$ cat src/rtl/core/pqe_pkg.sv
`default_nettype none
// ----------------------------------------------------------------------------
// pqe_pkg: shared types and constants of the product-quantization encoder
// Holds the item structs, the action and result codes and the derived sizes.
// ----------------------------------------------------------------------------
package pqe_pkg;

  localparam int unsigned Dim       = 64;
  localparam int unsigned Subspaces = 8;
  localparam int unsigned Ksub      = 256;
  localparam int unsigned Capacity  = 4096;

  localparam int unsigned Dsub     = ((Dim / Subspaces) > 0) ? (Dim / Subspaces) : 1;
  localparam int unsigned Vlen     = Subspaces * Dsub;
  localparam int unsigned CbDepth  = Ksub * Subspaces * Dsub;
  localparam int unsigned CsDepth  = Capacity * Subspaces;

  localparam int unsigned TW  = (Dsub > 1) ? $clog2(Dsub) : 1;
  localparam int unsigned SW  = (Subspaces > 1) ? $clog2(Subspaces) : 1;
  localparam int unsigned KW  = (Ksub > 1) ? $clog2(Ksub) : 1;
  localparam int unsigned VW  = $clog2(Vlen + 1);
  localparam int unsigned CBW = (CbDepth > 1) ? $clog2(CbDepth) : 1;
  localparam int unsigned EW  = (Capacity > 1) ? $clog2(Capacity) : 1;
  localparam int unsigned NW  = $clog2(Capacity + 1);
  localparam int unsigned CSW = (CsDepth > 1) ? $clog2(CsDepth) : 1;
  localparam int unsigned DW  = 34 + TW;

  typedef enum logic [1:0] {
    ACT_LOAD   = 2'd0,
    ACT_ADD    = 2'd1,
    ACT_REMOVE = 2'd2,
    ACT_NONE   = 2'd3
  } action_e;

  typedef enum logic [2:0] {
    KIND_CODE     = 3'd0,
    KIND_STORED   = 3'd1,
    KIND_DROPPED  = 3'd2,
    KIND_REMOVED  = 3'd3,
    KIND_NOTFOUND = 3'd4
  } kind_e;

  typedef struct packed {
    logic [1:0]         action;
    logic [13:0]        codebook_address;
    logic signed [15:0] element_value;
    logic signed [31:0] entry_id;
  } in_item_t;

  typedef struct packed {
    logic [2:0]  kind;
    logic [2:0]  subspace;
    logic [7:0]  code;
    logic [12:0] entry_total;
  } out_item_t;

  // Queued command from the front part to the back part.
  typedef struct packed {
    logic               is_remove;
    logic [SW-1:0]      sub;
    logic signed [31:0] entry_id;
  } cmd_t;

endpackage
`default_nettype wire

$ cat src/rtl/core/pqe_front.sv
`default_nettype none
// ----------------------------------------------------------------------------
// pqe_front: command intake
// Writes codebook words, buffers subvector elements and queues a search or a
// remove for the back part through a one-entry queue.
// ----------------------------------------------------------------------------
module pqe_front
  import pqe_pkg::*;
(
  input  wire logic     clk_i,
  input  wire logic     rst_ni,
  input  wire logic     start_i,
  input  wire in_item_t item_i,
  output logic          busy_o,
  output logic          cb_we_o,
  output logic [CBW-1:0] cb_waddr_o,
  output logic [15:0]   cb_wdata_o,
  output logic          cmd_valid_o,
  output cmd_t          cmd_o,
  input  wire logic     cmd_take_i,
  input  wire logic     back_idle_i,
  input  wire logic [TW-1:0] sv_idx_i,
  output logic signed [15:0] sv_data_o
);
  logic signed [15:0] sv_q [Dsub];
  logic [VW-1:0] pos_q, pos_d, pos_c;
  logic          qv_q, qv_d;
  cmd_t          cmd_q, cmd_d;
  logic          acc;
  logic [TW-1:0] t_c;

  // The back part reads the subvector buffer and the codebook port while it
  // works, so intake holds off until it is idle again.
  assign busy_o      = qv_q || !back_idle_i;
  assign acc         = start_i && !busy_o;
  assign cmd_valid_o = qv_q;
  assign cmd_o       = cmd_q;
  assign sv_data_o   = sv_q[sv_idx_i];

  assign cb_we_o    = acc && (item_i.action == ACT_LOAD) &&
                      ({18'd0, item_i.codebook_address} < 32'(CbDepth));
  assign cb_waddr_o = CBW'(item_i.codebook_address);
  assign cb_wdata_o = item_i.element_value;

  always_comb begin
    pos_c = (pos_q >= VW'(Vlen)) ? '0 : pos_q;
    t_c   = TW'(32'(pos_c) % Dsub);
    pos_d = pos_q;
    qv_d  = qv_q && !cmd_take_i;
    cmd_d = cmd_q;
    if (acc && item_i.action == ACT_ADD) begin
      pos_d = (32'(pos_c) + 1 >= Vlen) ? '0 : pos_c + 1'b1;
      if (32'(t_c) == Dsub - 1) begin
        qv_d = 1'b1;
        cmd_d.is_remove = 1'b0;
        cmd_d.sub       = SW'(32'(pos_c) / Dsub);
        cmd_d.entry_id  = item_i.entry_id;
      end
    end else if (acc && item_i.action == ACT_REMOVE) begin
      qv_d = 1'b1;
      cmd_d.is_remove = 1'b1;
      cmd_d.sub       = '0;
      cmd_d.entry_id  = item_i.entry_id;
    end
  end

  always_ff @(posedge clk_i or negedge rst_ni) begin
    if (!rst_ni) begin
      pos_q <= '0;
      qv_q  <= 1'b0;
    end else begin
      pos_q <= pos_d;
      qv_q  <= qv_d;
    end
  end

  always_ff @(posedge clk_i) begin
    cmd_q <= cmd_d;
    if (acc && item_i.action == ACT_ADD) begin
      sv_q[t_c] <= item_i.element_value;
    end
  end
endmodule
`default_nettype wire

$ cat config.mk
export PLATFORM = sky130hd
export DESIGN_NAME = pqe_front
export DESIGN_NICKNAME = d
export VERILOG_FILES = /design/src/rtl/core/pqe_pkg.sv /design/src/rtl/core/pqe_front.sv
export SDC_FILE = /design/constraint.sdc
export NUM_CORES = 1
export LEC_CHECK = 0
export BUFFER_PORTS_ARGS = -buffer_cell sky130_fd_sc_hd__buf_4
export CAP_MARGIN = 20
export CORE_AREA = 4 4 128 130
export DETAILED_ROUTE_END_ITERATION = 8
export DIE_AREA = 0 0 132 134
export GPL_ROUTABILITY_DRIVEN = 0
export PLACE_DENSITY_LB_ADDON = 0.08
export SLEW_MARGIN = 15
export SYNTH_ARGS = -nofsm -noshare
export SYNTH_HDL_FRONTEND = slang
export SYNTH_SLANG_ARGS = --single-unit
$ cat constraint.sdc
create_clock -name clk_i -period 6.1 [get_ports clk_i]
set_clock_uncertainty 0.2 [all_clocks]
set_input_delay 0.305 -clock clk_i [delete_from_list [all_inputs] [get_ports clk_i]]
set_output_delay 0.305 -clock clk_i [all_outputs]
set_load 0.01 [all_outputs]
==> impl_metrics.yaml <==
cells_and_area:
  drive_gt1_share_pct: 39.5
  synthToLayoutAreaGrowth_pct: 30.6
  mostFrequentLayoutCells: "164 x edfxtp_1, 136 x buf_4, 51 x dlygate4sd3_1"
  layout_commonest_cell: "edfxtp_1"
  diodes: 0
  finalNetCount: 560
synth:
  synth_warnings: 0
  postSynthCellCount: 321
  synthDistinctLibCells: 32
  syn_nets: 395
  synth_seq_cells: 172
  syn_area_um2: 6790
  ys_seq_area_share_pct: 75.5
  syn_avg_cell_area_um2: 21.1
critical_path:
  worstPathRequired_ns: 5.93
  r2r-end: "cmd_o[4]$_DFFE_PP_"
  crit_fanout: 36
  reg2reg_depth: 7
  crit_chain: "inv_1 > nor2_1 > ha_1 > ha_1 > and3b_1 > a21oi_1 > nor2_4"
  critPathKind: "reg -> reg"
  r2r_slack_ns: 3.18
  rr_startpoint: "pos_q[0]$_DFFE_PN0P_"
  crit_arrival_ns: 2.76
  cp_common_cell: "ha_1"
  cp-end-kind: "flop"
  critPathCapture: "cmd_o[4]$_DFFE_PP_"
  critPathLaunch: "pos_q[0]$_DFFE_PN0P_"
  slowest_delay_ns: 0.75
  crit_slowest_cell: "nor2_4"
  cp-start-kind: "flop"
cts:
  clockRootBuffer: "clkbuf_16"
  insertion_delay_ns: 0.41
  htreeDepth: 4
  ctsLongestPathBuffers: 2
  clk_pin_slew_ns: 0.07
  clkSinkCount: 172
  post-cts-setup-buffer-count: 0
  tritoncts: "yes"
  cts_buffers: 17
routing:
  vias: 3532
  dr.pass1.iters: 4
  vias_per_cell: 5.14
  wl_per_cell_um: 19.6
  ant_nets: 0
  drcViolationCount: 0
  dr.first_iter.drc_count: 177
  wirelength_um: 13500
sta:
  hold_slack_ns: 0.0457
  setup_viol: 0
  period_minus_slack_ns: 2.92
  rsz0062_at_grt: "no"
  fin_tns_setup_ns: 0
  post-route-period-util_pct: 47.9
  clock.fmax_mhz: 342
  tightest_slew_ns: 0.977
  final.setup.worst_slack_ns: 3.18
  drv_slew: 0
  relSlewSlack_pct: 34.7
  hold_viol_final: 0
placed_design:
  dpl.hpwl_um: 7860
  port-buffer-count: 128
  pre_cts_slack_ns: 3.20
floorplanning:
  start_util_pct: 44.8
  dieHeight_um: 134
  core_um2: 15100
  dieArea_um2: 17700
  die_x_um: 132
  io_pins: 157
  num_rows: 45
pwr:
  irDropWorstVdd_uv: 189
  power.leakage_nw: 3.22
  cellPowerDensity_nw_per_um2: 291
grt:
  antenna_found_initial: 0
  grt_util_all_layers_pct: 16.0
  overflow: 0
  grt_pass1_vias: 3879
  grt_pass1_wl_um: 21200
  grt_max_degree: 37
flow_run:
  cap_violations: 0
hold_path:
  hold_class: "in -> async"
outcome:
  status: "complete, no violations"
-- report_power, final --
part	leakage (nW)	switching, W	internal [W]
clock	0.260	0.000436	0.000561
combinational	1.38	0.000117	0.000119
sequential	1.57	0.0000246	0.00132
-- routing by layer --
layer	share of wire [%]	GRT usage [%]	vias up
met5	0	0	-
met4	1.6	5.31	0
met3	8.4	6.41	23
met2	49	26.5	142
met1	40	19.2	1732
li1	-	-	1635
-- Yosys cell counts --
master	number	share of area (%)
nand2_1	6	0.33
clkbuf_1	3	0.17
nor4_1	5	0.46
mux2_2	16	2.7
o21ai_0	10	0.74
nor2_1	4	0.22
o211ai_1	3	0.33
o311ai_0	1	0.13
nand4bb_1	1	0.17
inv_1	6	0.33
mux4_2	4	1.3
nand3_1	4	0.29
nand4b_1	1	0.13
ha_1	2	0.37
or3_1	2	0.18
nor4b_1	2	0.26
mux4_1	28	11
nor3_1	1	0.074
buf_4	30	3.3
buf_6	4	0.66
buf_1	3	0.17
o22ai_1	1	0.092
nor3b_1	3	0.33
dfrtp_1	8	2.9
or2_2	1	0.092
o31ai_1	1	0.11
and4bb_2	1	0.18
clkbuf_2	1	0.074
edfxtp_1	164	73
o2111ai_1	1	0.13
a21oi_1	3	0.22
and3b_1	1	0.13
-- critical path, delay by kind of cell, from the launching register on --
kind                       cells  cell delay, ns
AOI/OAI and AO/OA              1            0.07
and+or+nand+nor                3            1.16
DFF                            1            0.51
adders and majority gates      2            0.44
buffers and inverters          1            0.14
-- logic make-up after synthesis --
logic type / synth area share, %
buffers and inverters: 4.72
adders and majority gates: 0.369
AOI/OAI and AO/OA: 1.75
and+or+nand+nor: 2.86
muxes: 14.8
DFF: 75.5
-- flip-flops by register name (all words and copies together), names as in the netlist --
| signal | cells |
|---|---|
| sv_q | 128 |
| cmd_o | 36 |
| pos_q | 7 |
| cmd_valid_o | 1 |
-- how the worst min path moves through the flow --
stage | from | slack [ns] | end
floorplan | rst_ni | -0.19 | cmd_valid_o$_DFF_PN0_
global placement | rst_ni | -0.06 | cmd_valid_o$_DFF_PN0_
detailed placement | rst_ni | -0.06 | cmd_valid_o$_DFF_PN0_
CTS | rst_ni | 0.03 | cmd_valid_o$_DFF_PN0_
global route | rst_ni | 0.06 | cmd_valid_o$_DFF_PN0_
finish | rst_ni | 0.05 | cmd_valid_o$_DFF_PN0_
-- cell type report --
| type | count | area (µm²) |
|---|---|---|
| Clock buffer | 18 | 429 |
| Sequential cell | 172 | 5120 |
| Clock inverter | 14 | 123 |
| Fill cell | 1124 | 6280 |
| Multi-Input combinational cell | 102 | 1400 |
| Tap cell | 188 | 235 |
| Inverter | 6 | 22.5 |
| Timing Repair Buffer | 187 | 1530 |
-- stage by stage --
stage / power (W) / area (µm²) / utilization [%] / std cells
after floorplan: 0.00148 / 6790 / - / 321
after global placement: 0.00158 / 7800 / 51.5 / 604
after detailed placement: 0.00158 / 7800 / 51.5 / 604
after CTS: 0.00260 / 8870 / 58.5 / 687
after global routing: 0.00268 / 8870 / 58.5 / 687
final: 0.00258 / 8870 / 58.5 / 687
-- what timing repair did --
action,4_1_cts,5_1_grt
resized for setup,0,0
hold endpoints to repair,170,0
endpoints found under the setup margin,0,0
hold buffers,51,0
Note: power is estimated with default switching activity, not from simulation.
