File: src/rtl/core/pqe_ram.sv
`default_nettype none
// ----------------------------------------------------------------------------
// pqe_ram: generic single-port RAM
// One write or one read per cycle; read data is registered.
// ----------------------------------------------------------------------------
module pqe_ram #(
  parameter int unsigned Width = 16,
  parameter int unsigned Depth = 16
) (
  input  wire logic                     clk_i,
  input  wire logic                     we_i,
  input  wire logic [$clog2(Depth)-1:0] addr_i,
  input  wire logic [Width-1:0]         wdata_i,
  output logic      [Width-1:0]         rdata_o
);
  logic [Width-1:0] mem_q [Depth];

  always_ff @(posedge clk_i) begin
    if (we_i) begin
      mem_q[addr_i] <= wdata_i;
    end
    rdata_o <= mem_q[addr_i];
  end
endmodule
`default_nettype wire

File: config.mk
export PLATFORM = sky130hd
export DESIGN_NAME = pqe_ram
export DESIGN_NICKNAME = d
export VERILOG_FILES = /design/src/rtl/core/pqe_ram.sv
export SDC_FILE = /design/constraint.sdc
export NUM_CORES = 1
export LEC_CHECK = 0
export BUFFER_PORTS_ARGS = -buffer_cell sky130_fd_sc_hd__buf_2
export CORE_MARGIN = 5
export CORE_UTILIZATION = 50
export DETAILED_ROUTE_END_ITERATION = 16
export MAX_ROUTING_LAYER = met4
export PLACE_DENSITY = 0.67
export SYNTH_ARGS = -nofsm -noshare
export SYNTH_HDL_FRONTEND = slang
export SYNTH_SLANG_ARGS = --single-unit
File: constraint.sdc
create_clock -name clk_i -period 6.9 [get_ports clk_i]
set_input_delay 0.345 -clock clk_i [delete_from_list [all_inputs] [get_ports clk_i]]
set_output_delay 0.345 -clock clk_i [all_outputs]
set_load 0.005 [all_outputs]
==> impl_metrics.py, run 1 <==
metrics = {
    "synth": {
        "ys_types": 18,
        "synth-seq-area-share_pct": 79.9,
        "avgSynthCellArea_um2": 23.1,
        "synthTopCellsByCount": "256 x edfxtp_1, 62 x mux4_2, 32 x a22oi_1, 17 x nand2_1, 16 x dfxtp_1",
        "syn-cell-area_mm2": 0.0100,
        "ys_seq_elements": 272,
        "synth_edf_count": 256,
        "synth_top_cell_area_share_pct": 76.7,
        "synth.top_cells.by_area": "edfxtp_1 77%, mux4_2 14%, dfxtp_1 3.2%",
        "synth_warnings": 0,
        "syn-num-nets": 456,
        "synth_cells": 434,
        "synth.largest_area_cell": "edfxtp_1",
        "synth-main-ff-cell": "edfxtp_1",
        "synth_most_common_cell": "edfxtp_1",
        "synth_async_sr_flop_share_pct": 0,
    },
    "worst_setup_path": {
        "worstPathArrival_ns": 2.81,
        "path_max_fanout": 41,
        "worstPathRequired_ns": 7.04,
        "startpoint_type": "input port",
        "r2r_end": "rdata_o[6]",
        "startpoint": "addr_i[1]",
        "worstSetupEndpointType": "flop",
        "r2r_cells": 3,
        "regToRegStartpoint": "mem_q[4][6]",
        "rrSetupSlack_ns": 5.39,
        "worstSetupPathType": "in -> reg",
    },
    "sta": {
        "min_period_ns": 2.67,
        "clock_skew_ns": 0.0258,
        "max-slew-margin-rel_pct": 25.4,
        "timing.final.hold_violations": 0,
        "finalCritPeriodShare_pct": 38.6,
        "fin_setup_tns_ns": 0,
        "worstMarginPinSlew_ns": 1.12,
        "max_freq_ghz": 0.375,
        "rsz0062_at_grt": "no",
        "drv_slew": 0,
        "setup-violations-final": 0,
        "setup_slack_ns": 4.23,
    },
    "clock_tree": {
        "hold_buffers": 0,
        "clock_latency_ns": 0.54,
        "h-tree-depth": 1,
        "clkTransAtPathRegs_ns": 0.06,
        "cts_resized": 0,
        "clockRootBuffer": "clkbuf_16",
        "cts_buffers": 28,
        "cts_tree": "built",
        "postCtsSetupRepairBufs": 0,
        "cts_buffer_depth": 3,
        "cts.sinks": 272,
    },
    "grt": {
        "grt_pass1_wl_mm": 28.8,
        "grt_max_degree": 47,
        "grtUsageTotal_pct": 17.7,
        "antenna_found_initial": 0,
        "grt_pass1_vias": 4758,
        "grt_overflow": 0,
    },
    "detailed_routing": {
        "drt_first_pass_iters": 5,
        "ant_nets": 0,
        "vias_per_cell": 5.78,
        "wl_per_cell_um": 24.5,
        "drc_errors": 0,
        "vias": 4471,
        "detail_route.iter0.violations": 406,
        "wl_mm": 19.0,
    },
    "hold_path": {
        "hold_class": "in -> reg",
        "hold_depth": 1,
        "hold_end": "mem_q[6][3]",
        "hold_start": "wdata_i[3]",
    },
    "place": {
        "hpwlAfterDp_mm": 10.9,
        "pre_cts_slack_ns": 3.53,
        "portBuffers": 37,
        "finalWeightedCongestion": 0.720,
        "placed_cells": 722,
    },
    "layout": {
        "final_layout_size_suffix_gt1_share_pct": 32.0,
        "area_delta_synth_final_pct": 14.0,
        "final_cells": 774,
        "nets": 509,
        "diodes": 0,
    },
    "floorplan": {
        "fp.dieW_um": 152,
        "fp.dieH_um": 152,
        "initial_core_util_pct": 51.2,
        "rows": 51,
        "pin_count": 38,
        "core_area_mm2": 0.0196,
        "dieArea_mm2": 0.0230,
    },
    "power_and_ir_drop": {
        "powerDensity_mw_per_mm2": 304,
        "peakVddDrop_mv": 0.228,
        "p_leak_uw": 0.00367,
    },
    "status": {
        "status": "finished clean",
    },
    "job": {
        "maxCapViolCount": 0,
    },
}
## registers in the layout, indices dropped and copies added (netlist names)
register  cells
rdata_o      16
mem_q       256
## kinds of logic after synthesis
family	after synthesis	share of synthesized area, %
muxes	64	14.5
AOI/OAI and AO/OA	32	2.40
and+or+nand+nor	43	1.92
buffers and inverters	23	1.34
DFF	272	79.9
## layout make-up
| class | count | area [um2] |
|---|---|---|
| fillers | 1410 | 8160 |
| repair buffers | 46 | 255 |
| clock inverters | 14 | 156 |
| multi-input cells | 139 | 1930 |
| clock buffers | 38 | 748 |
| flip-flops and latches | 272 | 8010 |
| well taps | 265 | 332 |
## routing by layer
layer,up-vias,GRT usage [%],wire [um]
met1,2352,25.2,8340
li1,1943,-,-
met5,-,-,0
met3,33,3.33,1100
met2,143,27.7,9220
met4,0,3.28,319
## critical path, cell delays in order
cell and delay (ns):
buf_2 0.75, buf_4 0.53, nand2b_1 0.25, nor2_2 0.86
## power by group
group	total, uW	switching [uW]	internal [uW]
clock	1460	588	872
sequential	1860	8.94	1850
combinational	160	95.1	65.1
total	3480	692	2780
## per-stage QoR
step	utilization, %	cell area (um2)	power [uW]	hold slack, ns
final	58.4	11400	3480	0.196
after global routing	58.4	11400	3590	0.188
after CTS	58.4	11400	3510	0.177
after detailed placement	53.7	10500	2050	0.654
after global placement	53.7	10500	2050	0.650
after floorplan	-	10000	1980	0.444
## how the worst max path moves through the flow
stage                              end  slack, ns  cells after the start
after CTS                 mem_q[7][14]       4.09                      4
after detailed placement   mem_q[7][9]       3.53                      4
after floorplan            mem_q[0][0]       4.50                      2
after global routing      mem_q[7][14]       3.94                      4
final                     mem_q[14][5]       4.23                      4
after global placement     mem_q[7][9]       3.67                      4
## layout by cell type (no fill, tap or decap), types with 2 or more instances in the layout
cell / Yosys / routed
nor2b_1: 2 / 2
nand2b_1: 2 / 2
edfxtp_1: 256 / 256
clkbuf_1: 14 / 9
a22oi_1: 32 / 32
buf_4: 2 / 10
bufinv_16: 0 / 3
nor2_2: 0 / 12
buf_2: 2 / 36
nand3b_1: 2 / 2
clkbuf_16: 0 / 28
clkinv_1: 0 / 5
mux4_1: 2 / 2
nor3_2: 0 / 4
nand2_1: 17 / 17
clkinv_2: 0 / 3
mux4_2: 62 / 62
dfxtp_1: 16 / 16
(Power assumes the default switching activity.)
==> run 2: changes to the inputs <==
==> constraint.sdc (replaced) <==
create_clock -name clk_i -period 2.55 [get_ports clk_i]
set_input_delay 0.1275 -clock clk_i [delete_from_list [all_inputs] [get_ports clk_i]]
set_output_delay 0.1275 -clock clk_i [all_outputs]
set_load 0.005 [all_outputs]
==> impl_metrics.py, run 2 (synthesis gave the netlist of run 1 again) <==
metrics = {
    "detailed_routing": {
        "vias_per_cell": 5.73,
        "detail_route.iter0.violations": 453,
        "wl_met2_mm": 10.2,
        "vias": 4634,
        "ant_nets": 0,
        "drt_first_pass_iters": 5,
        "drc_errors": 0,
        "wl_per_cell_um": 24.7,
        "top_layer_used": "met4",
        "wl_met3_mm": 1.13,
        "wl_mm": 20.0,
        "wl_met1_mm": 8.49,
    },
    "layout": {
        "largest_register_ffs": 256,
        "fillCellCount": 1364,
        "largestRegisters": "mem_q: 256 flops, rdata_o: 16 flops",
        "final_cells": 809,
        "diodes": 0,
        "layout_common_cells": "256 x edfxtp_1, 62 x mux4_2, 36 x buf_2",
        "area_delta_synth_final_pct": 17.5,
        "final_layout_size_suffix_gt1_share_pct": 34.2,
        "regMostFlops": "mem_q",
        "nets": 546,
        "final_common_cell": "edfxtp_1",
    },
    "hold_path": {
        "hold_start": "we_i",
        "hold_end": "mem_q[4][11]",
        "hold_depth": 3,
        "hold_class": "in -> reg",
    },
    "grt": {
        "grt_pass1_vias": 4926,
        "grt_max_degree": 46,
        "grtUsageTotal_pct": 18.6,
        "grt_overflow": 0,
        "antenna_found_initial": 0,
        "grt_pass1_wl_mm": 30.4,
    },
    "worst_setup_path": {
        "worstPathArrival_ns": 1.64,
        "path_max_fanout": 16,
        "rrSetupSlack_ns": 1.18,
        "worstSetupEndpointType": "flop",
        "worstSetupPathType": "in -> reg",
        "startpoint_type": "input port",
        "regToRegStartpoint": "mem_q[1][2]",
        "r2r_end": "rdata_o[2]",
        "worstPathRequired_ns": 2.69,
        "r2r_cells": 3,
    },
    "floorplan": {
        "pin_count": 38,
        "fp.dieH_um": 152,
        "dieArea_mm2": 0.0230,
        "initial_core_util_pct": 51.2,
        "rows": 51,
        "core_area_mm2": 0.0196,
        "fp.dieW_um": 152,
    },
    "clock_tree": {
        "clockRootBuffer": "clkbuf_16",
        "postCtsSetupRepairBufs": 0,
        "cts_tree": "built",
        "h-tree-depth": 1,
        "cts_buffer_depth": 3,
        "clock_latency_ns": 0.53,
        "cts_resized": 0,
        "cts.sinks": 272,
        "cts_buffers": 27,
        "clkTransAtPathRegs_ns": 0.06,
    },
    "status": {
        "status": "finished clean",
    },
    "place": {
        "finalWeightedCongestion": 0.769,
        "hpwlAfterDp_mm": 11.7,
        "pre_cts_slack_ns": 0.483,
        "portBuffers": 37,
        "placed_cells": 744,
    },
    "power_and_ir_drop": {
        "powerDensity_mw_per_mm2": 790,
        "peakVddDrop_mv": 0.475,
        "p_leak_uw": 0.00386,
    },
    "sta": {
        "drv_slew": 0,
        "setup_slack_ns": 1.04,
        "finalCritPeriodShare_pct": 59.0,
        "max-slew-margin-rel_pct": 28.9,
        "rsz0062_at_grt": "no",
        "fin_setup_tns_ns": 0,
        "min_period_ns": 1.51,
        "setup-violations-final": 0,
        "fin_hold_ws_ns": 0.308,
        "clock_skew_ns": 0.0164,
        "worstMarginPinSlew_ns": 1.07,
        "max_freq_ghz": 0.664,
        "timing.final.hold_violations": 0,
    },
    "job": {
        "maxCapViolCount": 0,
    },
}
[run 2: changes by cell type in the layout (fill, tap and decap cells not counted), moves of 3 or more]
cell and delta:
buf_4 +18, buf_12 +4, clkbuf_8 +3, dlygate4sd3_1 +16, clkbuf_1 -3
[run 2: cell type report]
cell class	instances	area, um2	share of cell area (%)
clock buffers	37	753	6.40
clock inverters	12	120	1.02
multi-input cells	139	1930	16.4
flip-flops and latches	272	8010	68.0
well taps	265	332	2.82
repair buffers	84	631	5.36
[run 2: per-layer routing]
layer	track usage, %	up-vias
met1	26.2	2453
met2	29.7	152
li1	-	2011
met3	3.09	18
met5	-	-
met4	3.41	0
[run 2: where the power goes]
group / internal (uW) / switching [uW] / leakage, uW / total (uW)
Clock: 2270 / 1560 / 0.000430 / 3820
Sequential: 5000 / 25.9 / 0.00245 / 5020
Combinational: 204 / 254 / 0.000982 / 459
Total: 7470 / 1840 / 0.00386 / 9310
[run 2: worst max path at each step]
stage	cells past startpoint	start	to	slack, ns
5_1_grt	3	addr_i[2]	mem_q[2][15]	0.97
2_1_floorplan	2	addr_i[2]	mem_q[0][0]	0.37
4_1_cts	3	addr_i[2]	mem_q[2][0]	1.03
6_report	3	addr_i[2]	mem_q[2][7]	1.04
3_3_place_gp	3	addr_i[2]	mem_q[2][9]	0.55
3_5_place_dp	3	addr_i[2]	mem_q[2][6]	0.48
[run 2: timing repair]
action                     CTS  global route
hold buffers                16             0
setup endpoints to repair    0             0
hold endpoints to repair   241             0
[run 2: per-stage QoR]
stage | util (%) | cell area (um2) | power (uW)
5_1_grt | 60.1 | 11800 | 9620
4_1_cts | 60.1 | 11800 | 9390
3_5_place_dp | 54.8 | 10700 | 5560
6_report | 60.1 | 11800 | 9310
2_1_floorplan | - | 10000 | 5370
3_3_place_gp | 54.8 | 10700 | 5540
[run 2: worst max-delay path, stage by stage]
cell and delay [ns]:
buf_2 0.13, or3b_2 0.56, nor2_2 0.81
